$ cat src/stm_pkg.sv
package stm_pkg;

	// Sizes of the text store and the screen
	localparam int MAX_CHARS   = 32;
	localparam int SCREEN_ROWS = 16;
	localparam int GLYPH_COUNT = 46;
	localparam int STORE_DEPTH = 2 * MAX_CHARS;
	localparam int IDX_W       = $clog2(MAX_CHARS);
	localparam int ADDR_W      = $clog2(STORE_DEPTH);
	localparam int ROW_W       = $clog2(SCREEN_ROWS);
	localparam int PIX_W       = 24;
	localparam int GLYPH_W     = 6;
	localparam int LEN_W       = 6;
	localparam int CODE_W      = 8;
	localparam int FONT_W      = 5;
	localparam int CELL_W      = 6;
	localparam int SAY_GLYPHS  = 4;

	// Character mapping
	localparam logic [CODE_W-1:0]  CODE_SPACE   = 8'h20;
	localparam logic [CODE_W-1:0]  CODE_LOWER_A = 8'h61;
	localparam logic [CODE_W-1:0]  CODE_LOWER_Z = 8'h7a;
	localparam logic [CODE_W-1:0]  CASE_OFFSET  = 8'h20;
	localparam logic [CODE_W-1:0]  GLYPH_OFFSET = 8'd45;
	localparam logic [GLYPH_W-1:0] GLYPH_SPACE  = 6'd19;

	// Screen placement
	localparam logic [ROW_W-1:0] ROW_SOLO        = ROW_W'(5);
	localparam logic [ROW_W-1:0] ROW_FIRST_PAIR  = ROW_W'(2);
	localparam logic [ROW_W-1:0] ROW_SECOND_PAIR = ROW_W'(10);
	localparam logic [ROW_W-1:0] SAY_TOP         = ROW_W'(4);
	localparam logic [ROW_W-1:0] SAY_BASE        = ROW_W'(5);
	localparam logic [ROW_W-1:0] SAY_BOTTOM      = ROW_W'(10);

	// Configuration register indexes
	localparam logic CFG_FIRST_LEN  = 1'b0;
	localparam logic CFG_SECOND_LEN = 1'b1;

	typedef enum logic [2:0] {
		OP_LOAD    = 3'd0,
		OP_RESTART = 3'd1,
		OP_TICK    = 3'd2,
		OP_SAY     = 3'd3,
		OP_READ    = 3'd4
	} op_t;

	typedef enum logic [1:0] {
		ST_OK       = 2'd0,
		ST_BAD_CHAR = 2'd1,
		ST_REFUSED  = 2'd2
	} status_t;

	// Glyph store access
	typedef struct packed {
		logic               we;
		logic [ADDR_W-1:0]  waddr;
		logic [GLYPH_W-1:0] wdata;
		logic               re;
		logic [ADDR_W-1:0]  raddr;
	} ram_req_t;

	// One result item
	typedef struct packed {
		status_t          status;
		logic             has_row;
		logic [ROW_W-1:0] row_index;
		logic [PIX_W-1:0] row_pixels;
		logic             last;
	} result_t;

	// 5x5 font: row r of glyph g, leftmost pixel in bit 4
	function automatic logic [FONT_W-1:0] font_row(input logic [GLYPH_W-1:0] g,
			input logic [2:0] r);
		logic [5*FONT_W-1:0] bits;
		case (g)
			6'd0:  bits = {5'h00, 5'h00, 5'h1f, 5'h00, 5'h00};
			6'd1:  bits = {5'h00, 5'h00, 5'h00, 5'h00, 5'h04};
			6'd2:  bits = {5'h02, 5'h02, 5'h04, 5'h08, 5'h08};
			6'd3:  bits = {5'h1f, 5'h13, 5'h15, 5'h19, 5'h1f};
			6'd4:  bits = {5'h04, 5'h0c, 5'h04, 5'h04, 5'h0e};
			6'd5:  bits = {5'h1e, 5'h01, 5'h0e, 5'h10, 5'h1f};
			6'd6:  bits = {5'h1f, 5'h01, 5'h0e, 5'h01, 5'h1f};
			6'd7:  bits = {5'h10, 5'h10, 5'h14, 5'h1f, 5'h04};
			6'd8:  bits = {5'h1f, 5'h10, 5'h1e, 5'h01, 5'h1e};
			6'd9:  bits = {5'h1f, 5'h10, 5'h1f, 5'h11, 5'h1f};
			6'd10: bits = {5'h1f, 5'h01, 5'h02, 5'h04, 5'h04};
			6'd11: bits = {5'h1f, 5'h11, 5'h1f, 5'h11, 5'h1f};
			6'd12: bits = {5'h1f, 5'h11, 5'h1f, 5'h01, 5'h1f};
			6'd13: bits = {5'h00, 5'h04, 5'h00, 5'h04, 5'h00};
			6'd14: bits = {5'h00, 5'h04, 5'h00, 5'h04, 5'h04};
			6'd16: bits = {5'h00, 5'h1f, 5'h00, 5'h1f, 5'h00};
			6'd20: bits = {5'h1f, 5'h11, 5'h11, 5'h1f, 5'h11};
			6'd21: bits = {5'h1f, 5'h11, 5'h1e, 5'h11, 5'h1f};
			6'd22: bits = {5'h1f, 5'h10, 5'h10, 5'h10, 5'h1f};
			6'd23: bits = {5'h1e, 5'h11, 5'h11, 5'h11, 5'h1e};
			6'd24: bits = {5'h1f, 5'h10, 5'h1e, 5'h10, 5'h1f};
			6'd25: bits = {5'h1f, 5'h10, 5'h1e, 5'h10, 5'h10};
			6'd26: bits = {5'h1f, 5'h10, 5'h13, 5'h11, 5'h1f};
			6'd27: bits = {5'h11, 5'h11, 5'h1f, 5'h11, 5'h11};
			6'd28: bits = {5'h1f, 5'h04, 5'h04, 5'h04, 5'h1f};
			6'd29: bits = {5'h03, 5'h01, 5'h01, 5'h11, 5'h1f};
			6'd30: bits = {5'h11, 5'h12, 5'h1c, 5'h12, 5'h11};
			6'd31: bits = {5'h10, 5'h10, 5'h10, 5'h10, 5'h1f};
			6'd32: bits = {5'h11, 5'h1b, 5'h15, 5'h11, 5'h11};
			6'd33: bits = {5'h11, 5'h19, 5'h15, 5'h13, 5'h11};
			6'd34: bits = {5'h0e, 5'h11, 5'h11, 5'h11, 5'h0e};
			6'd35: bits = {5'h1e, 5'h11, 5'h1e, 5'h10, 5'h10};
			6'd36: bits = {5'h1f, 5'h11, 5'h11, 5'h1f, 5'h04};
			6'd37: bits = {5'h1e, 5'h11, 5'h1e, 5'h11, 5'h11};
			6'd38: bits = {5'h1f, 5'h10, 5'h1f, 5'h01, 5'h1f};
			6'd39: bits = {5'h1f, 5'h04, 5'h04, 5'h04, 5'h04};
			6'd40: bits = {5'h11, 5'h11, 5'h11, 5'h11, 5'h1f};
			6'd41: bits = {5'h11, 5'h11, 5'h0a, 5'h0a, 5'h04};
			6'd42: bits = {5'h11, 5'h11, 5'h15, 5'h15, 5'h0a};
			6'd43: bits = {5'h11, 5'h0a, 5'h04, 5'h0a, 5'h11};
			6'd44: bits = {5'h11, 5'h11, 5'h0a, 5'h04, 5'h04};
			6'd45: bits = {5'h1f, 5'h02, 5'h04, 5'h08, 5'h1f};
			// blank glyphs and codes past the font
			default: bits = '0;
		endcase
		case (r)
			3'd0: font_row = bits[5*FONT_W-1 -: FONT_W];
			3'd1: font_row = bits[4*FONT_W-1 -: FONT_W];
			3'd2: font_row = bits[3*FONT_W-1 -: FONT_W];
			3'd3: font_row = bits[2*FONT_W-1 -: FONT_W];
			3'd4: font_row = bits[FONT_W-1 -: FONT_W];
			default: font_row = '0;
		endcase
	endfunction

endpackage

$ cat src/stm_glyph_ram.sv
module stm_glyph_ram import stm_pkg::*; (
	input  logic               clk,
	input  ram_req_t           req,
	output logic [GLYPH_W-1:0] rdata
);

	logic [GLYPH_W-1:0] mem [STORE_DEPTH];
	logic [GLYPH_W-1:0] rdata_q;

	// Write port
	always_ff @(posedge clk) begin
		if (req.we) begin
			mem[req.waddr] <= req.wdata;
		end
	end

	// Registered read port, holds its data between reads
	always_ff @(posedge clk) begin
		if (req.re) begin
			rdata_q <= mem[req.raddr];
		end
	end

	assign rdata = rdata_q;

endmodule

$ cat config.mk
export PLATFORM = sky130hd
export DESIGN_NAME = stm_glyph_ram
export DESIGN_NICKNAME = d
export VERILOG_FILES = /design/src/stm_pkg.sv /design/src/stm_glyph_ram.sv
export SDC_FILE = /design/constraint.sdc
export NUM_CORES = 1
export LEC_CHECK = 0
export BUFFER_PORTS_ARGS = -buffer_cell sky130_fd_sc_hd__buf_4
export CAP_MARGIN = 20
export CORE_MARGIN = 2
export CORE_UTILIZATION = 30
export DETAILED_ROUTE_END_ITERATION = 7
export HOLD_SLACK_MARGIN = 0.05
export PLACE_DENSITY = 0.52
export SLEW_MARGIN = 20
export SYNTH_ARGS = -nofsm -noshare
export SYNTH_HDL_FRONTEND = slang
export SYNTH_SLANG_ARGS = --single-unit
$ cat constraint.sdc
create_clock -name clk -period 2.25 [get_ports clk]
set_input_delay 0.225 -clock clk [delete_from_list [all_inputs] [get_ports clk]]
set_output_delay 0.225 -clock clk [all_outputs]
set_load 0.05 [all_outputs]
# Yosys cells after proc, flatten, opt, wreduce, memory -nomap -nowiden

Memory sizes are Yosys's and may differ from the RTL's. A register that Yosys moved wholly into a read port is not among the register bits.
Index checks and enable logic that the tools add are counted.

Logic and storage cells: 3
Memories kept: 1
Input port bits: 21
Memory bits (writable): 384
Register bits: 0

Memories:

| memory | depth | width | rd ports | clocked after Yosys merged registers in | write ports | RTL line           | source |
|---|---|---|---|---|---|---|---|
| mem    | 64    | 6     | 1        | 1                                       | 1           | stm_glyph_ram.sv:7 | `logic [GLYPH_W-1:0] mem [STORE_DEPTH];` |

Muxes and demuxes: 2

Operator list:

| kind   | count |
|---|---|
| $mux 1 | 2 |

# Depth between registers and ports, before layout

Gate-level depths: netlist (run 1).

Word-level depth: 2
Gate-level depth with buffers: 7

# Worst setup path after synthesis (run 1)

OpenSTA, ideal clock, no wires.

Path type: input-to-reg
Start: input req[0] in the netlist's numbering
End: register rdata_q[0], in the netlist rdata[0], read port of mem, data pin
Setup time: 0.257 ns
Data required time: 1.993 ns
Arrival time: 1.654 ns
Slack: 0.340 ns
Stages: 7
Path through: buf_6 > buf_6 > buf_4 > mux4_2 > o22ai_1 > o21ai_1 > a32o_1

RTL lines:

| element     | RTL line           | source |
|---|---|---|
| from (decl) | stm_glyph_ram.sv:3 | `input ram_req_t req,` |
| to (decl)   | stm_glyph_ram.sv:8 | `logic [GLYPH_W-1:0] rdata_q;` |

==> qor.yml, run 1 <==
timing:
  hold_viol: 0
  rsz0062_at_grt: "no"
  slew_violations: 0
  worstMarginPinSlew_ns: 0.778
  final-setup-viol-count: 0
  fin_crit_sh_pct: 90.7
  finalSetupTns_ns: 0
  worst_slack_ns: 0.210
  fin_skew_ns: 0.0199
  finalCriticalPeriod_ns: 2.04
  slew_headroom_pct: 48.0
  clock.fmax_ghz: 0.490
clocking:
  path_clk_slew_ns: 0.06
  clk_latency_ns: 0.57
  cts_root_buffer: "clkbuf_16"
  clock-sinks: 390
  ctsLongestPathBuffers: 3
  cts_tree: "yes"
  post-cts-setup-buffers: 0
  numCtsBuffers: 42
  hold_buffers: 1
  htree_levels: 2
  cts_repair_resize_count: 0
grt:
  grt_max_degree: 65
  track_usage_pct: 14.1
  grt_antenna_before_repair: 0
  grt_pass1_vias: 8034
  grt_pass1_wl_mm: 54.2
  gr-total-overflow: 0
detailed_routing:
  drtIter0Drc: 731
  wire_per_inst_um: 23.6
  wl_mm: 36.7
  vias: 7612
  met1Wirelength_mm: 16.9
  met3_wirelength_mm: 1.96
  wl_met2_mm: 17.1
  via_per_inst: 4.89
  drt_pass1_iterations: 5
  top_layer: "met4"
  drc: 0
  detail-route-antenna-nets: 0
floorplanning:
  die_h_um: 230
  die_w_um: 230
  ios: 27
  rows: 82
  start_util_pct: 30.4
  dieArea_um2: 52800
  design.core.area_um2: 50300
synth:
  yosysWarnings: 0
  synth-seq-cells: 390
  syn_area_um2: 15300
  synth_area_per_cell_um2: 21.2
  syn-num-nets: 741
  ys_types: 36
  synth_flop_cell: "edfxtp_1"
  synth_cells: 720
  async_flop_share_pct: 0
  synth-edff-count: 390
  yosysSeqAreaShare_pct: 76.6
outcome:
  outcome: "completed"
worst_setup_path:
  crit_arrival_ns: 2.36
  slowest_stage: "mux4_2"
  path_buf_inv: 1
  path_max_fanout: 1
  critPathKind: "flip-flop to flip-flop"
  critPathRequiredTime_ns: 2.57
  slowest_delay_ns: 0.49
  path_delay_family: "compound AO/OA/AOI/OAI gates"
  critPathCaptureType: "flip-flop"
  crit_chain: "mux4_2, a22oi_1, nand3_1, buf_4, a32o_1"
  cp-start-kind: "flip-flop"
power_and_ir_drop:
  power_mw: 15.4
  p_leak_nw: 5.81
  powerDensity_nw_per_um2: 845
  ir_drop_uv: 482
place:
  dp_hpwl_mm: 22.6
  routabilityCongestion: 0.741
  portBuffers: 26
  pre_cts_ws_ns: -0.0228
  place_area_um2: 17000
finish:
  diodes: 0
  fill_cells: 4705
  final_cell_mix: "edfxtp_1 (390), buf_4 (113), mux4_2 (87), nor2_1 (67), clkbuf_16 (42)"
  finish.instance_area_um2: 18200
  final_common_cell: "edfxtp_1"
  syn_to_final_growth_pct: 19.3
  nets: 872
  layout-drive-gt1-share_pct: 31.8
run:
  cap_violations: 0
min_path:
  hp-class: "input port to flip-flop"
worst reg2reg max path, stage by stage (launching register included):
cell and delay [ns]:
edfxtp_1 0.37, mux4_2 0.49, a22oi_1 0.29, nand3_1 0.23, buf_4 0.19, a32o_1 0.24
Yosys cell counts (all sizes together) (4+ instances only):
cell type  number  area (um2)
mux4           93        2120
buf            23         191
edfxtp        390       11700
nor2b           8        50.1
a21oi           6        30.0
clkbuf         16        60.1
nand3b          4        30.0
nor3            5        25.0
a211oi          6        45.0
mux2            9         101
mux2i          15         150
nand2b          5        31.3
o221ai          9        78.8
nand3          11        55.1
nor2           67         251
o22a            6        52.6
nand2           8        30.0
o21ai           6        30.0
o22ai          12        75.1
routing by layer:
metal	GRT usage (%)	vias to the layer above
met2	22.1	211
met4	3.75	0
li1	-	3286
met5	0	-
met3	2.78	58
met1	20.1	4057
logic make-up after synthesis:
| group | synth area share (%) |
|---|---|
| multiplexers | 15.5 |
| AND/OR/NAND/NOR | 3.66 |
| buffers and inverters | 1.65 |
| AO/OA/AOI/OAI | 2.59 |
| flip-flops | 76.6 |
report_power, final:
part / internal (mW) / leakage [nW] / switching [mW]
sequential: 8.06 / 3.51 / 0.0227
combinational: 0.336 / 1.67 / 0.518
clock: 3.67 / 0.622 / 2.80
registers in the layout, indices dropped and copies added (netlist names):
signal and count:
mem 384, rdata 6
layout make-up:
type / count / area [um2] / share of cell area, %
Multi-Input combinational cell: 291 / 3320 / 18.2
Clock buffer: 51 / 1080 / 5.95
Clock inverter: 27 / 193 / 1.06
Sequential cell: 390 / 11700 / 64.2
Timing Repair Buffer: 126 / 1090 / 5.97
Tap cell: 672 / 841 / 4.61
path summary, 6_finish.rpt:
check	cells past startpoint	from	endpoint	slack (ns)
max	5	mem[50][0]	rdata[0]	0.21
min	2	req[5]	rdata[3]	0.13
max reg2reg	5	mem[50][0]	rdata[0]	0.21
min reg2reg	4	mem[39][5]	rdata[5]	0.94
per-stage QoR:
stage | cells | util [%] | hold WS, ns
finish | 1557 | 36.3 | 0.135
global route | 1557 | 36.3 | 0.120
floorplan | 720 | - | 0.324
detailed placement | 1478 | 33.7 | 0.538
global placement | 1478 | 33.7 | 0.540
CTS | 1557 | 36.3 | 0.0932
No activity file was read; power rests on OpenSTA's default activity.
==> inputs of run 2 (changes only) <==
Settings changed: BUFFER_PORTS_ARGS -buffer_cell sky130_fd_sc_hd__buf_4 to not set, CELL_PAD_IN_SITES_DETAIL_PLACEMENT set to 2, CELL_PAD_IN_SITES_GLOBAL_PLACEMENT set to 2, DONT_BUFFER_PORTS set to 1, PLACE_DENSITY 0.52 to 0.59.
==> run 2 against run 1 <==
Critical path depth did not move; largest cell class unchanged; core utilization shrank 0.67 points; worst hold slack worse by 0.069 ns.
==> qor.yml, run 2 (synthesized netlist as in run 1, its figures left out) <==
grt:
  grt_pass1_wl_mm: 58.7  # +8.3%
  track_usage_pct: 15.3  # +1.2 points
  gr-total-overflow: 0  # unchanged
  grt_max_degree: 100  # +54%
  grt_antenna_before_repair: 2  # +2
  grt_pass1_vias: 8310  # +3.4%
finish:
  nets: 830  # -4.8%
  syn_to_final_growth_pct: 17.1
  final_cell_mix: "edfxtp_1 (390), mux4_2 (87), nor2_1 (67), buf_4 (66), clkbuf_16 (45)"
  top_register: "mem"
  final_common_cell: "edfxtp_1"
  layout-drive-gt1-share_pct: 26.4  # -5.3 points
  largest_reg_flops: 384  # unchanged
min_path:
  hp-class: "input port to flip-flop"
  min_to: "mem[13][5]"
  hold_path_depth: 1  # -1
  min-delay-start: "req[12]"
worst_setup_path:
  critPathKind: "flip-flop to flip-flop"
  path_buf_inv: 0  # -1
  path_max_fanout: 1  # unchanged
  slowest_delay_ns: 0.46  # -0.03 ns
  r2r_cells: 5  # unchanged
  r2r_end: "rdata[5]"
  path_delay_family: "compound AO/OA/AOI/OAI gates"
  critPathCaptureType: "flip-flop"
  crit_chain: "mux4_2, nor2b_1, a211oi_1, a21oi_1, a32o_1"
  slowest_stage: "mux4_2"
  crit_arrival_ns: 2.28  # -0.08 ns
  r2r_slack_ns: 0.27  # +0.06 ns
  critPathRequiredTime_ns: 2.55  # -0.02 ns
  r2r_start: "mem[43][5]"
  cp-start-kind: "flip-flop"
detailed_routing:
  detail-route-antenna-nets: 0  # unchanged
  vias: 7377  # -3.1%
  drc: 0  # unchanged
  via_per_inst: 4.87  # -0.33%
  drt_pass1_iterations: 4  # -1
  wire_per_inst_um: 26.1  # +11%
  drtIter0Drc: 505  # -31%
  wl_mm: 39.5  # +7.7%
timing:
  clock.fmax_ghz: 0.505  # +3.1%
  whs_ns: 0.0662  # -0.0687 ns
  fin_crit_sh_pct: 88.0  # -2.7 points
  hold_viol: 0  # unchanged
  final-setup-viol-count: 0  # unchanged
  fin_skew_ns: 0.0193  # -0.000632 ns
  finalSetupTns_ns: 0  # unchanged
  finalCriticalPeriod_ns: 1.98  # -0.0614 ns
  rsz0062_at_grt: "no"
  slew_violations: 0  # unchanged
  worstMarginPinSlew_ns: 0.844  # +0.0656 ns
  slew_headroom_pct: 43.4  # -4.6 points
run:
  cap_violations: 0  # unchanged
clocking:
  htree_levels: 2  # unchanged
  cts_tree: "yes"
  clock-sinks: 390  # unchanged
  ctsLongestPathBuffers: 3  # unchanged
  post-cts-setup-buffers: 0  # unchanged
  cts_root_buffer: "clkbuf_16"
  numCtsBuffers: 43  # +2.4%
  clk_latency_ns: 0.56  # about the same
  cts_repair_resize_count: 0  # unchanged
  hold_buffers: 17  # +16
  path_clk_slew_ns: 0.06  # about the same
outcome:
  outcome: "completed"
floorplanning:
  rows: 82  # unchanged
  die_w_um: 230  # unchanged
  die_h_um: 230  # unchanged
  dieArea_um2: 52800  # unchanged
  ios: 27  # unchanged
  start_util_pct: 30.4  # unchanged
  design.core.area_um2: 50300  # unchanged
power_and_ir_drop:
  ir_drop_uv: 574  # +19%
  p_leak_nw: 5.56  # -4.2%
  powerDensity_nw_per_um2: 846  # +0.17%
place:
  routabilityCongestion: 0.711  # -4.1%
  dp_hpwl_mm: 23.7  # +4.7%
  portBuffers: 0  # -100%
run 2: per-stage QoR:
| step | area [um2] | power, mW | util [%] | instances | worst slack [ns] |
|---|---|---|---|---|---|
| floorplan | 15300 | 8.69 | - | 720 | 0.340 |
| global placement | 16400 | 8.72 | 32.6 | 1419 | 0.328 |
| detailed placement | 16400 | 8.73 | 32.6 | 1419 | 0.264 |
| CTS | 17900 | 15.3 | 35.6 | 1512 | 0.226 |
| global route | 17900 | 15.6 | 35.6 | 1514 | 0.191 |
| finish | 17900 | 15.1 | 35.6 | 1514 | 0.271 |
run 2: where the power goes:
part / internal (mW) / switching (mW) / leakage, nW / total [mW]
sequential: 8.06 / 0.0626 / 3.51 / 8.12
clock: 3.64 / 2.77 / 0.600 / 6.40
combinational: 0.287 / 0.335 / 1.45 / 0.622
total: 12.0 / 3.16 / 5.56 / 15.1
run 2: worst register-to-register path, stage by stage, from the launching register on:
cell	delay (ns)
edfxtp_1	0.37
mux4_2	0.46
nor2b_1	0.16
a211oi_1	0.30
a21oi_1	0.15
a32o_1	0.28
run 2: routing by layer:
| layer | vias to the layer above | track usage, % | routed length [um] | share of wire, % |
|---|---|---|---|---|
| met3 | 64 | 3.27 | 1630 | 4.1 |
| li1 | 3201 | - | - | - |
| met1 | 3978 | 20.6 | 17700 | 45 |
| met2 | 134 | 25.0 | 19200 | 49 |
| met4 | 0 | 4.66 | 961 | 2.4 |
| met5 | - | 0 | 0 | 0 |
run 2: worst max path at each step:
stage	startpoint	cells after the start	end
2_1_floorplan	req[0]	7	rdata[0]
5_1_grt	mem[43][5]	5	rdata[5]
3_5_place_dp	mem[43][5]	5	rdata[5]
3_3_place_gp	mem[43][5]	5	rdata[5]
4_1_cts	mem[43][5]	5	rdata[5]
6_report	mem[43][5]	5	rdata[5]
run 2: final cells by class:
| type | instances | area, um2 |
|---|---|---|
| multi-input combinational | 291 | 3320 |
| clock inverter | 18 | 77.6 |
| antenna | 2 | 5.00 |
| tap | 672 | 841 |
| fill | 4941 | 32400 |
| sequential | 390 | 11700 |
| clock buffer | 58 | 1170 |
| timing repair buffer | 83 | 771 |
==> inputs of run 3 (changes only) <==
Settings changed: ABC_AREA set to 1, PLACE_DENSITY 0.59 to 0.66.
==> run 3 against run 2 <==
Combinational power is 41% higher; total power increased by 3.9%; worst hold slack worse by 0.0011 ns; critical path type unchanged; core utilization fell by 0.44 points; die area up 4.5%; setup slack gained 0.053 ns; clock power grew 5.5%; routed wire length up 30%; cell area increased by 3.4%; final cell count grew 41%; highest routed layer unchanged; synthesized area rose by 4.6%; non-clock buffer count decreased by 8.
==> qor.yml, run 3 <==
detailed_routing:
  via_per_inst: 5.07  # +4.1%
  vias: 10800  # +47%
  wire_per_inst_um: 24.0  # -8.0%
  drt_pass1_iterations: 8  # +4
  drc: 0  # unchanged
  wl_mm: 51.2  # +30%
  detail-route-antenna-nets: 0  # unchanged
  drtIter0Drc: 664  # +31%
grt:
  grt_pass1_wl_mm: 77.3  # +32%
  grt_pass1_vias: 11900  # +43%
  grt_antenna_before_repair: 0  # -2
  track_usage_pct: 18.7  # +3.3 points
  gr-total-overflow: 0  # unchanged
  grt_max_degree: 194  # +94%
floorplanning:
  ios: 27  # unchanged
  rows: 84  # +2.4%
  design.core.area_um2: 52700  # +4.7%
  start_util_pct: 30.4  # -0.038 points
  die_h_um: 235  # +2.2%
  dieArea_um2: 55200  # +4.5%
  die_w_um: 235  # +2.2%
worst_setup_path:
  crit_chain: "nand2_1, nand3_1, nand3_1, nand2_1, nand2_1, nand3_1, nand3_1, dlygate4sd3_1, nand2_1"
  timing.critical_path.from: "mem[37][5]"
  path_max_fanout: 1  # unchanged
  critPathRequiredTime_ns: 2.57  # +0.02 ns
  slowest_delay_ns: 0.56  # +0.10 ns
  critPathKind: "flip-flop to flip-flop"
  critPathCaptureType: "flip-flop"
  crit_arrival_ns: 2.25  # -0.03 ns
  r2r_start: "mem[37][5]"
  cp-start-kind: "flip-flop"
  slowest_stage: "dlygate4sd3_1"
place:
  routabilityCongestion: 0.772  # +8.5%
  dp_hpwl_mm: 30.0  # +26%
  portBuffers: 0  # unchanged
power_and_ir_drop:
  ir_drop_uv: 580  # +1.1%
  powerDensity_nw_per_um2: 850  # +0.48%
  p_leak_nw: 6.56  # +18%
finish:
  largest_reg_flops: 384  # unchanged
  syn_to_final_growth_pct: 15.8
  final_util_pct: 35.2  # -0.44 points
  final_common_cell: "nand2_1"
  top_register: "mem"
  layout-drive-gt1-share_pct: 8.24  # -18 points
  fill_cells: 5531  # +12%
  final_cell_mix: "nand2_1 (486), edfxtp_1 (390), nand3_1 (331), nor2_1 (56), buf_4 (52)"
  nets: 1433  # +73%
  diodes: 0  # -2
timing:
  clock.fmax_ghz: 0.519  # +2.8%
  finalCriticalPeriod_ns: 1.93  # -0.0532 ns
  hold_viol: 0  # unchanged
  fin_skew_ns: 0.0117  # -0.00755 ns
  worstMarginPinSlew_ns: 0.854  # +0.00966 ns
  finalSetupTns_ns: 0  # unchanged
  slew_violations: 0  # unchanged
  whs_ns: 0.0651  # -0.00112 ns
  rsz0062_at_grt: "no"
  fin_crit_sh_pct: 85.6  # -2.4 points
  slew_headroom_pct: 43.0  # -0.37 points
  final-setup-viol-count: 0  # unchanged
synth:
  synth-seq-cells: 390  # unchanged
  ys_types: 13  # -64%
  yosysSeqAreaShare_pct: 73.2  # -3.4 points
  synth_commonest_cells: "nand2_1 (486), edfxtp_1 (390), nand3_1 (331)"
  async_flop_share_pct: 0  # unchanged
  syn-num-nets: 1397  # +89%
  syn_area_um2: 16000  # +4.6%
  synth_top_area_share_pct: 73.2  # -3.4 points
  synth_flop_cell: "edfxtp_1"
  synth_area_per_cell_um2: 11.6  # -45%
  ys_top_cells_by_area: "edfxtp_1 (73%), nand2_1 (11%), nand3_1 (10%)"
  synth_top_cell_by_area: "edfxtp_1"
  synth_cells: 1376  # +91%
  synth-edff-count: 390  # unchanged
  yosysWarnings: 0  # unchanged
  synth_most_common_cell: "nand2_1"
clocking:
  cts_tree: "yes"
  clock-sinks: 390  # unchanged
  numCtsBuffers: 43  # unchanged
  cts_root_buffer: "clkbuf_16"
  clk_latency_ns: 0.57  # about the same
  htree_levels: 2  # unchanged
  ctsLongestPathBuffers: 3  # unchanged
  path_clk_slew_ns: 0.06  # about the same
min_path:
  hp-class: "input port to flip-flop"
  min-delay-start: "req[8]"
run:
  cap_violations: 0  # unchanged
outcome:
  outcome: "completed"
run 3: cell families (layout without fill, tap and decap cells):
logic type	Yosys count	count (layout)	share of synthesized area (%)
flops	390	390	73.2
simple gates	890	890	23.7
buf+inv	96	165	3.01
run 3: metrics by stage:
stage / instances / area (um2) / setup WS [ns] / power (mW)
after floorplan: 1376 / 16000 / 0.456 / 8.79
after global placement: 2038 / 16900 / 0.313 / 8.94
after detailed placement: 2038 / 16900 / 0.297 / 8.96
after CTS: 2133 / 18500 / 0.352 / 15.9
after global routing: 2133 / 18500 / 0.225 / 16.3
final: 2133 / 18500 / 0.324 / 15.7
run 3: final cells by class:
type                            count  area (um2)  share of cell area, %
Timing Repair Buffer               75         786                   4.24
Sequential cell                   390       11700                   63.2
Inverter                           12        50.0                  0.270
Tap cell                          688         861                   4.65
Clock inverter                     21         141                  0.764
Multi-Input combinational cell    890        3800                   20.5
Clock buffer                       57        1170                   6.32
run 3: what timing repair did:
| action | CTS | global route |
|---|---|---|
| hold buffers | 17 | 0 |
| hold endpoints to repair | 438 | 0 |
| setup buffers | 0 | 0 |
| gates resized for setup | 0 | 0 |
run 3: power by group:
group          internal, mW  switching [mW]
Sequential             8.06          0.0595
Clock                  3.87            2.88
Combinational         0.259           0.616
Total                  12.2            3.56
run 3: worst max-delay path, delay by kind of cell (launching register included):
family | cells | cell delay, ns
flops | 1 | 0.35
buf+inv | 1 | 0.56
simple gates | 8 | 0.78
run 3: path summary, 6_finish.rpt:
| check | end | slack (ns) | cells after the start |
|---|---|---|---|
| setup reg to reg | rdata[5] | 0.32 | 9 |
| setup / recovery | rdata[5] | 0.32 | 9 |
| hold reg to reg | rdata[0] | 0.93 | 8 |
| hold / removal | mem[3][1] | 0.07 | 1 |
run 3: per-layer routing:
layer	GRT usage [%]	share of wire (%)
met1	25.1	45
met2	31.3	49
met3	3.00	4.3
met4	5.04	2.1
met5	0	0
